`config.mk`:
```
export PLATFORM = sky130hd
export DESIGN_NAME = uspd_divider
export DESIGN_NICKNAME = d
export VERILOG_FILES = /design/src/hdl/uspd_pkg.sv /design/src/hdl/uspd_divider.sv
export SDC_FILE = /design/constraint.sdc
export NUM_CORES = 1
export LEC_CHECK = 0
export BUFFER_PORTS_ARGS = -buffer_cell sky130_fd_sc_hd__buf_2
export CORE_ASPECT_RATIO = 2
export CORE_MARGIN = 2
export CORE_UTILIZATION = 45
export CTS_CLUSTER_DIAMETER = 200
export DETAILED_ROUTE_END_ITERATION = 10
export HOLD_SLACK_MARGIN = 0.1
export PLACE_DENSITY = 0.66
export SETUP_SLACK_MARGIN = 0.4
export SLEW_MARGIN = 20
export SYNTH_ARGS = -nofsm -noshare
export SYNTH_HDL_FRONTEND = slang
export SYNTH_SLANG_ARGS = --single-unit
```
`constraint.sdc`:
```
create_clock -name clock -period 4.2 [get_ports clock]
set_clock_uncertainty 0.05 [all_clocks]
set_input_delay 0.42 -clock clock [delete_from_list [all_inputs] [get_ports clock]]
set_output_delay 0.42 -clock clock [all_outputs]
set_load 0.02 [all_outputs]
```
`src/hdl/uspd_pkg.sv`:
```
// Shared types and constants for the upstroke slope peak detector.
package uspd_pkg;

   localparam int SLOPE_BITS    = 32;
   localparam int OUT_TIME_BITS = 32;
   localparam int FRAC_BITS     = 8;

   typedef logic signed [SLOPE_BITS-1:0] slope_type;
   typedef logic [OUT_TIME_BITS-1:0]     peak_time_type;

   localparam slope_type SLOPE_MAX = 32'sh7FFF_FFFF;
   localparam slope_type SLOPE_MIN = 32'sh8000_0000;

   // Magnitude limit of a negative quotient before it clamps to SLOPE_MIN.
   localparam logic [63:0] NEG_LIMIT = 64'h0000_0000_8000_0000;
   localparam logic [63:0] POS_LIMIT = 64'h0000_0000_7FFF_FFFF;

endpackage

```
`src/hdl/uspd_divider.sv`:
```
// Radix-2 restoring divider, one quotient bit per cycle.
module uspd_divider
   import uspd_pkg::*;
#(
   parameter int NUM_BITS = 25,
   parameter int DEN_BITS = 32
) (
   input  logic                clock,
   input  logic                reset,
   input  logic                start,
   input  logic [NUM_BITS-1:0] numerator,
   input  logic [DEN_BITS-1:0] divisor,
   output logic                done,
   output logic [NUM_BITS-1:0] quotient
);

   localparam int CNT_BITS = $clog2(NUM_BITS + 1);

   logic                busy_ff, busy_in;
   logic                done_ff, done_in;
   logic [CNT_BITS-1:0] cnt_ff, cnt_in;
   logic [NUM_BITS-1:0] num_ff, num_in;
   logic [DEN_BITS-1:0] rem_ff, rem_in;
   logic [DEN_BITS-1:0] den_ff, den_in;
   logic [DEN_BITS:0]   trial;
   logic [DEN_BITS:0]   diff;

   always_comb begin
      busy_in = busy_ff;
      done_in = 1'b0;
      cnt_in  = cnt_ff;
      num_in  = num_ff;
      rem_in  = rem_ff;
      den_in  = den_ff;
      trial   = {rem_ff, num_ff[NUM_BITS-1]};
      diff    = trial - {1'b0, den_ff};
      if (start) begin
         busy_in = 1'b1;
         cnt_in  = CNT_BITS'(NUM_BITS);
         num_in  = numerator;
         rem_in  = '0;
         den_in  = divisor;
      end else if (busy_ff) begin
         // no borrow means the divisor fits: take the difference, shift in a one
         if (!diff[DEN_BITS]) begin
            rem_in = diff[DEN_BITS-1:0];
            num_in = {num_ff[NUM_BITS-2:0], 1'b1};
         end else begin
            rem_in = trial[DEN_BITS-1:0];
            num_in = {num_ff[NUM_BITS-2:0], 1'b0};
         end
         cnt_in = cnt_ff - CNT_BITS'(1);
         if (cnt_ff == CNT_BITS'(1)) begin
            busy_in = 1'b0;
            done_in = 1'b1;
         end
      end
   end

   always_ff @(posedge clock) begin
      if (reset) begin
         busy_ff <= 1'b0;
         done_ff <= 1'b0;
         cnt_ff  <= '0;
      end else begin
         busy_ff <= busy_in;
         done_ff <= done_in;
         cnt_ff  <= cnt_in;
      end
      num_ff <= num_in;
      rem_ff <= rem_in;
      den_ff <= den_in;
   end

   assign done     = done_ff;
   assign quotient = num_ff;

endmodule
```
==> qor.yml <==
area_delta_synth_final_pct: 15.4
drt_wl_total_um: 12500
clock-sinks: 96
p_leak_nw: 2.74
die_width_um: 82.7
setup_violations: 0
slew_headroom_pct: 47.4
ys_warn_count: 0
clkSlewWorstSetupHoldPaths_ns: 0.07
yosys.area_share.simple_pct: 10.2
postSynth.asyncResetShare_pct: 0
worstPathCellList: "inv_1, ha_1, fa_1, nor2b_1, o31a_1, o211a_1, o21a_1, a211oi_2, nand2_2, xor2_4, buf_4, mux2i_1, a211oi_1"
critPathRequiredTime_ns: 4.41
synth.area.mux_share_pct: 10.6
synth_edf_count: 57
synthFlopType: "edfxtp_1"
reg2reg_depth: 13
num-fill-cells: 1128
grt.overflow.total: 0
cp.arrival_ns: 3.63
synth_top_family_by_area: "compound AO/OA/AOI/OAI gates"
cap_violations: 0
power_mw: 2.60
synth.top_cell.area_share_pct: 30.7
initial_utilization_pct: 46.0
hold_path.class: "primary input to flip-flop"
drtIter0Drc: 176
max_freq_mhz: 292
ir_drop_v: 0.000276
yosysUniqueCellTypes: 63
finalSetupTns_ns: 0
clock_path_buffers: 2
worst_path_largest_cell_delay_ns: 0.48
wl_met1_um: 4560
gp_congestion: 0.913
final_area_um2: 6430
layout-drive-gt1-share_pct: 24.0
yosysSeqAreaShare_pct: 44.7
dr_total_vias: 4222
tightest_slew_ns: 0.789
cts_tree: "done"
hold_end: "den_ff[13]"
cts_resized: 0
io_buffers: 85
yosys.area_share.xor_xnor_pct: 5.52
slew_viol_final: 0
dr_wl_met3_um: 472
rsz0062_at_grt: "false"
cpMaxStageDelayCell: "xor2_4"
post-place-ws_ns: 0.774
hpwl_um: 9560
power_density_nw_per_um2: 404
setup_ws_ns: 0.772
post_cts_buffers: 0
period_needed_ns: 3.43
finalCritPeriodShare_pct: 81.6
syn_nets: 628
wl_per_cell_um: 16.3
holdCritStartpoint: "divisor[13]"
top_layer_used: "met4"
ant_nets: 0
synthTopCellsByCount: "edfxtp_1, inv_1, nor2_1, dfxtp_1, ha_1"
endpoint_kind: "flip-flop"
hold_viol_final: 0
placed_area_um2: 6150
synth_fa_ha_area_share_pct: 7.99
insertion_delay_ns: 0.35
die_h_um: 161
die-area_um2: 13300
grt_pass1_vias: 4497
synth_most_common_cell: "edfxtp_1"
nets: 711
wl_met2_um: 7120
cp_max_fo: 14
holdPathStages: 1
grt_usage_pct: 20.0
synth-compound-area-share_pct: 16.5
r2r_setup_slack_ns: 0.77
outcome: "finished, final reports clean"
ys_ff_latch: 96
viasPerCell: 5.50
core_um2: 12100
antennaDiodeCount: 0
grt_antenna_before_repair: 0
grt_max_degree: 68
ctsRootBufferMaster: "clkbuf_16"
ios: 86
postCtsHoldBufs: 0
numCtsBuffers: 9
synth.area.top_cells: "edfxtp_1, dfxtp_1, ha_1, mux2i_1, mux2_2"
r2r-end: "rem_ff[10]"
dr.pass1.iters: 4
syn_area_um2: 5570
worstSetupPathType: "flip-flop to flip-flop"
reg2reg_from: "quotient[24]"
cp-start-kind: "flip-flop"
drc: 0
grt_pass1_wl_um: 20700
rows: 57
synth_cells: 533
htree_levels: 3
synth_top_area_cell: "edfxtp_1"
synth_area_per_cell_um2: 10.5
## cell families (layout without fill, tap and decap cells)
kind of cell | Yosys count | after routing
flip-flops | 96 | 96
AO/OA/AOI/OAI | 131 | 131
XOR/XNOR | 33 | 33
buffers and inverters | 63 | 151
AND/OR/NAND/NOR | 119 | 119
adder cells (fa/ha/maj) | 35 | 35
multiplexers | 56 | 56
## per-stage QoR
stage	cells	hold slack, ns	util [%]
floorplan	533	0.395	-
global placement	752	0.405	50.7
detailed placement	752	0.414	50.7
CTS	768	0.180	53.1
global route	768	0.178	53.1
finish	768	0.191	53.1
## state kept, by name, summed over array words and instances (netlist names)
name / cells
done: 1
rem_ff: 32
cnt_ff: 5
quotient: 25
den_ff: 32
busy_ff: 1
## worst max-delay path by stage
| stage | startpoint | endpoint | slack [ns] | cells after the start |
|---|---|---|---|---|
| after floorplan | quotient[24] | quotient[0] | 1.19 | 12 |
| final | quotient[24] | rem_ff[10] | 0.77 | 13 |
| after detailed placement | quotient[24] | rem_ff[3] | 0.77 | 13 |
| after global routing | quotient[24] | rem_ff[5] | 0.49 | 13 |
| after CTS | quotient[24] | rem_ff[3] | 0.74 | 13 |
| after global placement | quotient[24] | rem_ff[5] | 0.89 | 13 |
## cell type report
class	instances	area [um^2]	share of cell area (%)
Multi-Input combinational cell	374	2830	44.0
Sequential cell	96	2490	38.7
Timing Repair Buffer	91	473	7.35
Clock buffer	9	225	3.50
Tap cell	147	184	2.86
Inverter	44	165	2.57
Clock inverter	7	61.3	0.953
## worst max-delay path, delay by kind of cell (launching register included)
family / cells / cell delay, ns
multiplexers: 1 / 0.11
flip-flops: 1 / 0.40
AND/OR/NAND/NOR: 2 / 0.22
buffers and inverters: 2 / 0.45
AO/OA/AOI/OAI: 5 / 1.21
XOR/XNOR: 1 / 0.48
adder cells (fa/ha/maj): 2 / 0.41
## cell usage in the layout, fill, tap and decap left out, types with 3 or more instances in the layout
cell type	synthesis	routed
o21ai_0	12	12
nand4_1	3	3
dfxtp_1	39	39
nand2_1	33	33
ha_1	34	34
buf_4	3	7
a21oi_1	31	31
o21bai_1	4	4
nand3_1	5	5
o211ai_1	4	4
buf_2	1	84
xnor2_1	18	18
a31oi_1	7	7
o21ai_1	12	12
edfxtp_1	57	57
nor2_1	44	44
mux2i_1	31	31
a21o_1	13	13
mux2_2	25	25
nand2b_1	5	5
nor2b_1	4	4
o31ai_1	3	3
clkbuf_16	0	9
inv_1	44	44
nor3_1	6	6
a211oi_1	19	19
xor2_1	14	14
o21a_1	5	5
## metal layers
metal | global-route usage (%) | vias up
li1 | - | 2104
met1 | 21.1 | 1981
met2 | 37.5 | 115
met3 | 3.46 | 22
met4 | 8.20 | 0
met5 | 0 | -
## power by group
part	switching (mW)	internal [mW]
combinational	0.374	0.280
sequential	0.0502	1.09
clock	0.392	0.415
No activity file was read; power rests on OpenSTA's default activity.
